$ cat config.mk
export PLATFORM = sky130hd
export DESIGN_NAME = black_frame_insertion_cadence_top
export DESIGN_NICKNAME = d
export VERILOG_FILES = /design/src/bfi_pkg.sv /design/src/bfi_mod_serial.sv /design/src/bfi_swap_timer.sv /design/src/black_frame_insertion_cadence_top.sv
export SDC_FILE = /design/constraint.sdc
export NUM_CORES = 1
export LEC_CHECK = 0
export ABC_CLOCK_PERIOD_IN_PS = 9000
export BUFFER_PORTS_ARGS = -buffer_cell sky130_fd_sc_hd__buf_2
export CORE_MARGIN = 2
export CORE_UTILIZATION = 35
export CTS_CLUSTER_SIZE = 40
export DETAILED_ROUTE_END_ITERATION = 6
export MAX_ROUTING_LAYER = met4
export SLEW_MARGIN = 10
export SYNTH_ARGS = -nofsm -noshare
export SYNTH_HDL_FRONTEND = slang
export SYNTH_SLANG_ARGS = --single-unit
export TNS_END_PERCENT = 5
$ cat constraint.sdc
create_clock -name i_clk -period 9 [get_ports i_clk]
set_input_delay 0 -clock i_clk [delete_from_list [all_inputs] [get_ports i_clk]]
set_output_delay 0 -clock i_clk [all_outputs]
set_load 0.02 [all_outputs]
$ cat src/bfi_pkg.sv
// ----------------------------------------------------------------------------
// bfi_pkg
// Shared widths, register indexes and types for the black frame insertion
// cadence block.
// ----------------------------------------------------------------------------
package bfi_pkg;

    // counter and timestamp widths
    localparam int COUNT_BITS = 32;
    localparam int TIME_BITS  = 32;

    // field widths
    localparam int SI_W     = 5;   // strobe interval, signed
    localparam int PERIOD_W = 16;  // swap period in ticks
    localparam int RTIME_W  = 32;  // refresh timestamp port
    localparam int MAG_W    = 5;   // |interval|, up to 16
    localparam int MOD_W    = 5;   // modulus and remainder, up to 17

    // configuration port
    localparam int CFG_IDX_W  = 2;
    localparam int CFG_DATA_W = 16;

    localparam logic [CFG_IDX_W-1:0] CFG_STROBE_INTERVAL = 2'd0;
    localparam logic [CFG_IDX_W-1:0] CFG_SWAP_PERIOD     = 2'd1;
    localparam logic [CFG_IDX_W-1:0] CFG_VSYNC_ON        = 2'd2;

    // status of the serial swap timer
    typedef struct packed {
        logic busy;
        logic lt_p;   // elapsed < period
        logic lt_2p;  // elapsed < 2 * period
    } t_swap_res;

endpackage

$ cat src/bfi_mod_serial.sv
// ----------------------------------------------------------------------------
// bfi_mod_serial
// Bit-serial remainder: shifts the count out MSB first and folds each bit
// into a narrow running remainder, one bit per cycle.
// ----------------------------------------------------------------------------
module bfi_mod_serial (
    input  logic                        i_clk,
    input  logic                        i_rst_n,
    input  logic                        i_start,
    input  logic [bfi_pkg::COUNT_BITS-1:0] i_value,
    input  logic [bfi_pkg::MOD_W-1:0]   i_modulus,
    output logic                        o_busy,
    output logic [bfi_pkg::MOD_W-1:0]   o_rem
);
    import bfi_pkg::*;

    localparam int CNT_W = $clog2(COUNT_BITS);

    logic                  r_busy;
    logic [CNT_W-1:0]      r_k;
    logic [COUNT_BITS-1:0] r_sr;
    logic [MOD_W-1:0]      r_mod;
    logic [MOD_W-1:0]      r_rem;
    logic [MOD_W:0]        w_acc;
    logic [MOD_W-1:0]      n_rem;

    // r < m, so 2r + bit < 2m: one conditional subtract
    always_comb begin
        w_acc = {r_rem, r_sr[COUNT_BITS-1]};
        if (w_acc >= {1'b0, r_mod}) begin
            n_rem = MOD_W'(w_acc - {1'b0, r_mod});
        end else begin
            n_rem = w_acc[MOD_W-1:0];
        end
    end

    // shift control
    always_ff @(posedge i_clk) begin
        if (!i_rst_n) begin
            r_busy <= 1'b0;
            r_k    <= '0;
        end else if (i_start) begin
            r_busy <= 1'b1;
            r_k    <= '0;
            r_sr   <= i_value;
            r_mod  <= i_modulus;
            r_rem  <= '0;
        end else if (r_busy) begin
            r_sr  <= {r_sr[COUNT_BITS-2:0], 1'b0};
            r_rem <= n_rem;
            r_k   <= r_k + 1'b1;
            if (r_k == CNT_W'(COUNT_BITS - 1)) begin
                r_busy <= 1'b0;
            end
        end
    end

    assign o_busy = r_busy;
    assign o_rem  = r_rem;

    // running remainder always stays below the modulus
    a_rem_range: assert property (@(posedge i_clk) disable iff (!i_rst_n)
        r_busy |-> (r_rem < r_mod))
        else $error("remainder out of range");

endmodule

$ cat src/bfi_swap_timer.sv
// ----------------------------------------------------------------------------
// bfi_swap_timer
// Bit-serial elapsed-time check: forms now - reference LSB first and
// compares it against the period and twice the period on the fly.
// ----------------------------------------------------------------------------
module bfi_swap_timer (
    input  logic                          i_clk,
    input  logic                          i_rst_n,
    input  logic                          i_start,
    input  logic [bfi_pkg::TIME_BITS-1:0] i_now,
    input  logic [bfi_pkg::TIME_BITS-1:0] i_ref,
    input  logic [bfi_pkg::PERIOD_W-1:0]  i_period,
    output bfi_pkg::t_swap_res            o_res
);
    import bfi_pkg::*;

    localparam int CNT_W = $clog2(TIME_BITS);
    localparam int EXT_W = 65;

    logic                 r_busy;
    logic [CNT_W-1:0]     r_k;
    logic [TIME_BITS-1:0] r_now_sr;
    logic [TIME_BITS-1:0] r_ref_sr;
    logic [TIME_BITS-1:0] r_p_sr;
    logic [TIME_BITS-1:0] r_p2_sr;
    logic                 r_p2_ovf;
    logic                 r_borrow;
    logic                 r_lt_p;
    logic                 r_lt_2p;
    logic [EXT_W-1:0]     w_p_ext;
    logic [EXT_W-1:0]     w_p2_ext;
    logic                 w_n;
    logic                 w_r;
    logic                 w_d;
    logic                 n_borrow;

    assign w_p_ext  = {{(EXT_W-PERIOD_W){1'b0}}, i_period};
    assign w_p2_ext = w_p_ext << 1;

    // one bit of the serial subtract
    assign w_n      = r_now_sr[0];
    assign w_r      = r_ref_sr[0];
    assign w_d      = w_n ^ w_r ^ r_borrow;
    assign n_borrow = (~w_n & w_r) | (~(w_n ^ w_r) & r_borrow);

    always_ff @(posedge i_clk) begin
        if (!i_rst_n) begin
            r_busy <= 1'b0;
            r_k    <= '0;
        end else if (i_start) begin
            r_busy   <= 1'b1;
            r_k      <= '0;
            r_now_sr <= i_now;
            r_ref_sr <= i_ref;
            r_p_sr   <= w_p_ext[TIME_BITS-1:0];
            r_p2_sr  <= w_p2_ext[TIME_BITS-1:0];
            r_p2_ovf <= w_p2_ext[TIME_BITS];
            r_borrow <= 1'b0;
            r_lt_p   <= 1'b0;
            r_lt_2p  <= 1'b0;
        end else if (r_busy) begin
            r_now_sr <= r_now_sr >> 1;
            r_ref_sr <= r_ref_sr >> 1;
            r_p_sr   <= r_p_sr >> 1;
            r_p2_sr  <= r_p2_sr >> 1;
            r_borrow <= n_borrow;
            // higher bits override the verdict of lower ones
            if (w_d != r_p_sr[0]) begin
                r_lt_p <= r_p_sr[0];
            end
            if (w_d != r_p2_sr[0]) begin
                r_lt_2p <= r_p2_sr[0];
            end
            r_k <= r_k + 1'b1;
            if (r_k == CNT_W'(TIME_BITS - 1)) begin
                r_busy <= 1'b0;
            end
        end
    end

    // twice the period past the timestamp width exceeds any elapsed time
    assign o_res.busy  = r_busy;
    assign o_res.lt_p  = r_lt_p;
    assign o_res.lt_2p = r_lt_2p | r_p2_ovf;

endmodule

$ cat src/black_frame_insertion_cadence_top.sv
// ----------------------------------------------------------------------------
// Flow: one refresh at a time; a new refresh is accepted only once the result
//   of the last is in the output register. A strobed refresh also waits for
//   the bit-serial remainder and elapsed-time units to finish.
// Reset: synchronous active low; counters, swap flag and reference clear,
//   interval and period reset to 0, vsync to 1; no clearing pass.
// ----------------------------------------------------------------------------
// ----------------------------------------------------------------------------
// black_frame_insertion_cadence_top
// Decides per display refresh whether to show the rendered frame or a black
// frame, tracking phase counters and an optional phase swap timer.
// ----------------------------------------------------------------------------
module black_frame_insertion_cadence_top (
    input  logic                           i_clk,
    input  logic                           i_rst_n,
    // configuration
    input  logic                           i_cfg_we,
    input  logic [bfi_pkg::CFG_IDX_W-1:0]  i_cfg_index,
    input  logic [bfi_pkg::CFG_DATA_W-1:0] i_cfg_data,
    // refresh input
    input  logic                           i_in_valid,
    output logic                           o_in_ready,
    input  logic [bfi_pkg::RTIME_W-1:0]    i_refresh_time,
    // decision output
    output logic                           o_out_valid,
    input  logic                           i_out_ready,
    output logic                           o_show_frame,
    output logic                           o_positive_phase,
    output logic                           o_phase_swapped,
    output logic                           o_strobing_active
);
    import bfi_pkg::*;

    typedef enum logic [1:0] {
        S_IDLE,
        S_RUN,
        S_DONE
    } t_state;

    t_state r_state;

    // configuration
    logic signed [SI_W-1:0] r_si;
    logic [PERIOD_W-1:0]    r_period;
    logic                   r_vsync;

    // cadence state
    logic [COUNT_BITS-1:0]  r_rc;
    logic [COUNT_BITS-1:0]  r_pc;
    logic [COUNT_BITS-1:0]  r_nc;
    logic                   r_flag;
    logic [TIME_BITS-1:0]   r_ref;
    logic signed [SI_W-1:0] r_last;

    // per-refresh context
    logic [TIME_BITS-1:0]   r_now;
    logic [MAG_W-1:0]       r_a;
    logic                   r_neg;
    logic                   r_pos;
    logic                   r_byp;

    // effective state after a possible clear
    logic                   w_acc;
    logic                   w_clr;
    logic [COUNT_BITS-1:0]  w_rc;
    logic [COUNT_BITS-1:0]  w_pc;
    logic [COUNT_BITS-1:0]  w_nc;
    logic                   w_flag;
    logic [TIME_BITS-1:0]   w_ref;
    logic                   w_byp;
    logic                   w_pos;
    logic [MAG_W-1:0]       w_a;
    logic [MOD_W-1:0]       w_mod;
    logic [63:0]            w_time_ext;
    logic [TIME_BITS-1:0]   w_now;

    logic                   w_mod_busy;
    logic [MOD_W-1:0]       w_rem;
    t_swap_res              w_swap;
    logic                   w_swap_en;
    logic                   w_units_done;
    logic                   w_same;
    logic                   w_render;
    logic                   w_slot_free;

    assign w_acc      = i_in_valid && o_in_ready;
    assign w_time_ext = {{(64-RTIME_W){1'b0}}, i_refresh_time};
    assign w_now      = w_time_ext[TIME_BITS-1:0];

    // clear on interval change or saturated refresh count
    assign w_clr  = ((r_last != '0) && (r_last != r_si)) || (&r_rc);
    assign w_rc   = w_clr ? '0 : r_rc;
    assign w_pc   = w_clr ? '0 : r_pc;
    assign w_nc   = w_clr ? '0 : r_nc;
    assign w_flag = w_clr ? 1'b0 : r_flag;
    assign w_ref  = w_clr ? '0 : r_ref;
    assign w_byp  = (r_si == '0) || !r_vsync;
    assign w_pos  = ~w_rc[0];

    // magnitude and modulus: a+1 for even intervals, (a+1)/2 for odd
    always_comb begin
        w_a = r_si[SI_W-1] ? MAG_W'(-r_si) : MAG_W'(r_si);
        if (w_a[0]) begin
            w_mod = MOD_W'((w_a + 1'b1) >> 1);
        end else begin
            w_mod = MOD_W'(w_a + 1'b1);
        end
    end

    // serial remainder of the pre-increment phase count
    bfi_mod_serial u_mod (
        .i_clk     (i_clk),
        .i_rst_n   (i_rst_n),
        .i_start   (w_acc && !w_byp),
        .i_value   (w_pos ? w_pc : w_nc),
        .i_modulus (w_mod),
        .o_busy    (w_mod_busy),
        .o_rem     (w_rem)
    );

    // serial elapsed-time check
    bfi_swap_timer u_swap (
        .i_clk    (i_clk),
        .i_rst_n  (i_rst_n),
        .i_start  (w_acc && !w_byp),
        .i_now    (w_now),
        .i_ref    (w_ref),
        .i_period (r_period),
        .o_res    (w_swap)
    );

    assign w_units_done = !w_mod_busy && !w_swap.busy;
    assign w_swap_en    = (r_period != '0) && r_a[0];
    assign w_slot_free  = !o_out_valid || i_out_ready;

    // slot decision
    always_comb begin
        w_same = (r_pos == r_flag);
        if (!r_a[0]) begin
            w_render = w_same ? (w_rem == MOD_W'(r_a >> 1)) : (w_rem == '0);
        end else begin
            w_render = w_same ? 1'b0 : (w_rem == '0);
        end
        w_render = w_render ^ r_neg;
    end

    // sequencer, state and registered outputs
    always_ff @(posedge i_clk) begin
        if (!i_rst_n) begin
            r_state     <= S_IDLE;
            r_si        <= '0;
            r_period    <= '0;
            r_vsync     <= 1'b1;
            r_rc        <= '0;
            r_pc        <= '0;
            r_nc        <= '0;
            r_flag      <= 1'b0;
            r_ref       <= '0;
            r_last      <= '0;
            o_out_valid <= 1'b0;
        end else begin
            if (o_out_valid && i_out_ready && (r_state != S_DONE)) begin
                o_out_valid <= 1'b0;
            end

            if (i_cfg_we) begin
                unique case (i_cfg_index)
                    CFG_STROBE_INTERVAL: r_si     <= i_cfg_data[SI_W-1:0];
                    CFG_SWAP_PERIOD:     r_period <= i_cfg_data[PERIOD_W-1:0];
                    CFG_VSYNC_ON:        r_vsync  <= i_cfg_data[0];
                    default: ;
                endcase
            end

            unique case (r_state)
                S_IDLE: begin
                    if (w_acc) begin
                        r_last <= r_si;
                        r_now  <= w_now;
                        r_a    <= w_a;
                        r_neg  <= r_si[SI_W-1];
                        r_pos  <= w_pos;
                        r_byp  <= w_byp;
                        r_flag <= w_flag;
                        r_ref  <= w_ref;
                        if (w_byp) begin
                            r_rc <= '0;
                            r_pc <= w_pc;
                            r_nc <= w_nc;
                            // vsync off forces the interval back to zero
                            if ((r_si != '0) &&
                                !(i_cfg_we && (i_cfg_index == CFG_STROBE_INTERVAL))) begin
                                r_si <= '0;
                            end
                            r_state <= S_DONE;
                        end else begin
                            r_rc <= w_rc + 1'b1;
                            r_pc <= w_pos ? w_pc + 1'b1 : w_pc;
                            r_nc <= w_pos ? w_nc : w_nc + 1'b1;
                            r_state <= S_RUN;
                        end
                    end
                end
                S_RUN: begin
                    if (w_units_done) begin
                        // swap timer update for odd intervals with a nonzero swap period
                        if (w_swap_en) begin
                            if (!w_swap.lt_p && w_swap.lt_2p) begin
                                r_flag <= 1'b1;
                            end else if (w_swap.lt_p) begin
                                r_flag <= 1'b0;
                            end else begin
                                r_ref <= r_now;
                            end
                        end
                        r_state <= S_DONE;
                    end
                end
                S_DONE: begin
                    if (w_slot_free) begin
                        o_out_valid       <= 1'b1;
                        o_show_frame      <= r_byp ? 1'b1 : w_render;
                        o_positive_phase  <= r_byp ? 1'b0 : r_pos;
                        o_phase_swapped   <= r_flag;
                        o_strobing_active <= !r_byp;
                        r_state           <= S_IDLE;
                    end
                end
                default: r_state <= S_IDLE;
            endcase
        end
    end

    assign o_in_ready = (r_state == S_IDLE);

    // serial units are quiet whenever the block waits for a refresh
    a_units_idle: assert property (@(posedge i_clk) disable iff (!i_rst_n)
        (r_state == S_IDLE) |-> (!w_mod_busy && !w_swap.busy))
        else $error("serial unit busy while idle");

    // a bypassed refresh leaves the refresh count at zero
    a_bypass_count: assert property (@(posedge i_clk) disable iff (!i_rst_n)
        (w_acc && w_byp) |=> (r_rc == '0) && (r_state == S_DONE))
        else $error("bypass did not clear refresh count");

    // bypassed results always show the frame in no phase
    a_bypass_result: assert property (@(posedge i_clk) disable iff (!i_rst_n)
        (o_out_valid && !o_strobing_active) |-> (o_show_frame && !o_positive_phase))
        else $error("bypass result malformed");

endmodule
==> flow_results.org <==
** Status
- Status :: finished, final reports clean

** Die
- The die covers 0.0473 sq mm.
- After floorplanning, the core was sized to cover 0.0452 sq mm.
- Once the floorplan was initialized, standard cells occupied 35.3% of the core.
- I/O pin count :: 61
- The floorplan has 78 rows.
- Measured along the x axis, the die boundary spans 218 um.
- Measured along the y axis, the die boundary spans 218 um.

** Clock tree
- Number of buffers created by CTS :: 37
- TritonCTS clock tree :: done
- Source-to-sink clock delay at the later pin of the worst-skew pair :: 0.56 ns
- Post-CTS timing repair inserted 0 buffers for setup.
- The number of gates resized after CTS was 0.
- CTS Buffer Depth :: 3
- In this run the number of H-tree levels came out at 2.
- Clock Sinks :: 341
- After clock tree synthesis, the clock-pin slew on the worst setup and hold paths is 0.06 ns.
- The cell sitting at the root of the clock tree is a sky130_fd_sc_hd__clkbuf_16.

** Setup path
- The worst register-to-register path has a setup slack of 4.14 ns.
- STA classifies the critical path endpoint as a register.
- Cell occurring most often along the worst timing path :: sky130_fd_sc_hd__nor4_4
- Delay of the slowest critical-path stage :: 0.61 ns
- The slowest stage of the critical path is the sky130_fd_sc_hd__a21oi_4 cell.
- The worst register-to-register path ends at r_nc[18].
- Series of cell instances along the critical path :: xor2_1 > nor4_4 > nand3_2 > a21oi_4 > buf_4 > and2_1 > ha_1 > inv_1 > or3_1 > nor4_4 > nand3_1 > o21a_1 > mux2_2
- In this run the worst path has a maximum fanout of 29.
- The number of cells on the worst reg-to-reg path is 13.
- Sort of element at the start of the critical path :: register
- STA puts the critical path data arrival time at 5.31 ns.
- For the worst setup path, the data required time is 9.45 ns.
- The worst register-to-register path begins at r_si[2].
- The critical path in this run is classified as register to register.

** Hold path
- In this run the most critical hold path is launched from i_rst_n.
- The min-delay analysis places its worst path in the category input port to register.
- The worst hold path passes through 3 cells.
- For hold timing, the worst endpoint is r_rc[2].

** Detailed routing
- Total via count after detailed routing :: 12.8k
- Drt first pass iters :: 5
- Remaining DRCs :: 0
- Wire segments on met3 add up to 2130 um in the final route.
- Routed wire length on met2 :: 18500 um
- Average wire length per cell after detail routing :: 17.4 um
- Using the TritonRoute via totals, the vias-per-cell ratio works out to 5.48.
- Topmost layer with routed signal wires :: met4
- In this run the remaining antenna-violating nets after routing total 0.
- The detailed router finished its first iteration with 998 violations.
- In the final routing, the length of wire on met1 measures 19200 um.
- Total Wirelength :: 40800 um

** Synthesis
- By area, the combinational part of the netlist is dominated by simple AND/OR/NAND/NOR gates.
- Basic-gate share of the synthesized area counting and, or, nand and nor cells :: 21.2%
- Of all flip-flops after synthesis, the portion carrying an async set or reset was 0%.
- Ranked by total cell area, the synthesized netlist is headed by sky130_fd_sc_hd__edfxtp_1 (32%), sky130_fd_sc_hd__dfxtp_1 (21%), sky130_fd_sc_hd__nand2_1 (8.2%).
- XOR/XNOR Fraction of Synth Area :: 1.92%
- Averaged over all synthesized cells, the footprint is 9.71 sq um.
- Yosys warnings :: 0
- Total of flip-flops plus latches after synthesis :: 341
- Number of enable-type register cells in the synthesized netlist :: 170
- Synthesized instance count :: 1645
- Cell type with the highest aggregate area in the netlist :: sky130_fd_sc_hd__edfxtp_1
- The share of synthesized area in the top cell type comes to 32.0%.
- Primary FF master, synth :: sky130_fd_sc_hd__dfxtp_1
- Adder-cell share of the synthesized area :: 1.27%
- Summing the sequential cell areas from Yosys gives 53.4% of the chip area.
- Counting distinct cell types in the post-synthesis netlist gives 83.
- Share of cell area taken by muxes after synthesis :: 3.09%
- Summing the areas of all compound-gate instances in the mapped netlist gives 15.5% of the synthesized area.
- When the netlist entered floorplanning its net count stood at 1715.
- Summing every instance area after synthesis gives 0.0160 sq mm.

** Pwr
- Reported leakage power :: 6.45 nW
- For this design the ratio of total power to cell area is 194 mW/mm^2.
- Combinational logic is responsible for 8.3% of the overall power.
- Total power consumption of the routed design :: 3.60 mW
- Clock power share :: 43.8%
- Share of power burned in registers :: 47.9%
- The worst-case IR drop observed on VDD is 150 uV.
- For this design the total switching power over the nets is 0.870 mW.
- Of the total power, the share spent switching nets is 24.2%.
- Cell internal power was estimated by the tool at 2.73 mW.

** Placement
- HPWL after DPL :: 24600 um
- Summing all placed instances gives a cell area of 0.0168 sq mm.
- Port buffering added 60 buffers.
- Final weighted congestion in routability-driven placement :: 0.817

** STA
- Setup-failing EPs final :: 0
- Timing would allow up to 206 MHz.
- Unrepaired setup endpoints after global routing :: false
- Worst Tran Pin Value :: 1.07 ns
- The smallest clock period supported by the final layout is computed as 4.86 ns.
- Post-route setup TNS :: 0 ns
- In the finished design, the share of the clock period the worst path needs comes to 54.0%.
- Count of pins over their slew limit :: 0
- Worst Clk Skew :: 0.0156 ns
- The number of hold violations in the final report is 0.
- Max_slew headroom :: 28.6%

** GRT
- Entering global routing, the biggest net connects 101 pins.
- Total GRT Usage :: 17.7%
- Vias in the first global route :: 12.5k
- The initial antenna violation count came to 0.
- The first global-routing pass estimated 66200 um of wire.
- Total gr overflow :: 0

** Cells and area
- Core occupancy in the finished layout :: 41.2%
- Compared with the post-synthesis result, the final layout area differs by 16.5%.
- After routing the design area is 0.0186 sq mm.
- # nets final :: 1784
- Fraction of final layout cells with drive strength greater than 1 :: 10.4%

** Job
- Max-cap violations in this run came to 0.
## metrics by stage
stage,setup slack (ns),instances,hold slack (ns)
5_1_grt,3.90,2343,0.0775
3_5_place_dp,4.23,2220,0.196
3_3_place_gp,4.37,2220,0.194
2_1_floorplan,5.01,1645,0.0989
6_report,4.14,2344,0.0846
4_1_cts,4.22,2343,0.0544
## metal layers
| metal | vias to the layer above | GRT usage, % |
|---|---|---|
| met2 | 359 | 27.2 |
| li1 | 6167 | - |
| met3 | 75 | 3.08 |
| met5 | - | - |
| met1 | 6244 | 23.8 |
| met4 | 0 | 5.66 |
## sequential cells by signal (all words and copies together), names as in the netlist, 14 cells and up
signal	count
u_swap.r_p_sr	14
r_nc	32
u_mod.r_sr	32
r_pc	32
u_swap.r_now_sr	32
r_period	16
u_swap.r_ref_sr	32
r_ref	32
r_rc	32
r_now	32
## synth_stat cells (all sizes together) (4+ instances only)
cell / number
and2: 25
a31oi: 21
dfxtp: 171
xor2: 21
and3: 25
a22o: 35
mux2i: 47
a211oi: 7
a211o: 4
nor4: 28
clkbuf: 75
or2: 9
nor3: 26
nand3: 45
inv: 28
a22oi: 9
nor3b: 7
edfxtp: 170
o21ai: 91
o2111ai: 13
nor4b: 4
and4: 8
or4: 23
o21a: 9
nand4: 41
a2111oi: 7
nor2: 75
a32o: 4
xnor2: 14
or3: 11
nand3b: 6
a21o: 13
nand2: 347
buf: 35
o211ai: 21
o22ai: 10
o31ai: 9
ha: 13
a21oi: 94
nand2b: 5
## cell usage in the layout, fill, tap and decap left out, drive strengths merged, types with 41 or more instances in the layout
cell         instances
o21ai               91
nand2              347
clkbuf              49
edfxtp             170
a21oi               94
nor2                75
buf                 85
mux2i               47
dlygate4sd3         55
nand4               41
dfxtp              171
nand3               45
## worst max path at each step
stage,from,end,slack (ns)
6_report,r_si[2],r_nc[18],4.14
5_1_grt,r_si[2],r_rc[30],3.90
4_1_cts,r_si[2],r_nc[18],4.22
3_5_place_dp,r_si[2],r_nc[18],4.23
3_3_place_gp,r_si[2],r_nc[18],4.37
2_1_floorplan,r_si[0],u_swap.r_borrow,5.01
## final cells by class
type,count,area [sq um]
multi-input cells,1165,6920
inverters,29,113
flip-flops and latches,341,8530
diodes,1,2.50
fillers,4357,26600
clock inverters,19,243
clock buffers,49,1000
well taps,600,751
repair buffers,140,1040
## timing repair
| item | CTS | global route |
|---|---|---|
| hold endpoints to repair | 88 | 0 |
| setup endpoints to repair | 0 | 0 |
| hold buffers | 55 | 0 |
## cells by family after synthesis
kind of cell	count (synthesis)
xor gates and xnor gates	35
DFF	341
adders and majority gates	15
muxes	49
and+or+nand+nor	695
AOI/OAI and AO/OA	371
buffers and inverters	139
## critical path: cells and delay by family, from the launching register on
| kind | cells | cell delay, ns |
|---|---|---|
| AND/OR/NAND/NOR | 6 | 2.23 |
| adder cells (fa/ha/maj) | 1 | 0.21 |
| multiplexers | 1 | 0.25 |
| buffers and inverters | 2 | 0.53 |
| flip-flops | 1 | 0.53 |
| AO/OA/AOI/OAI | 2 | 0.83 |
| XOR/XNOR | 1 | 0.16 |
## power groups by stage
| stage | Combinational (mW) | Sequential (mW) | Clock [mW] |
|---|---|---|---|
| 2_1_floorplan | 0.191 | 1.75 | 0 |
| 3_3_place_gp | 0.276 | 1.76 | 0 |
| 3_5_place_dp | 0.281 | 1.76 | 0 |
| 4_1_cts | 0.300 | 1.72 | 1.61 |
| 5_1_grt | 0.330 | 1.73 | 1.67 |
| 6_report | 0.299 | 1.72 | 1.58 |
Power figures use the tool's default switching activity.
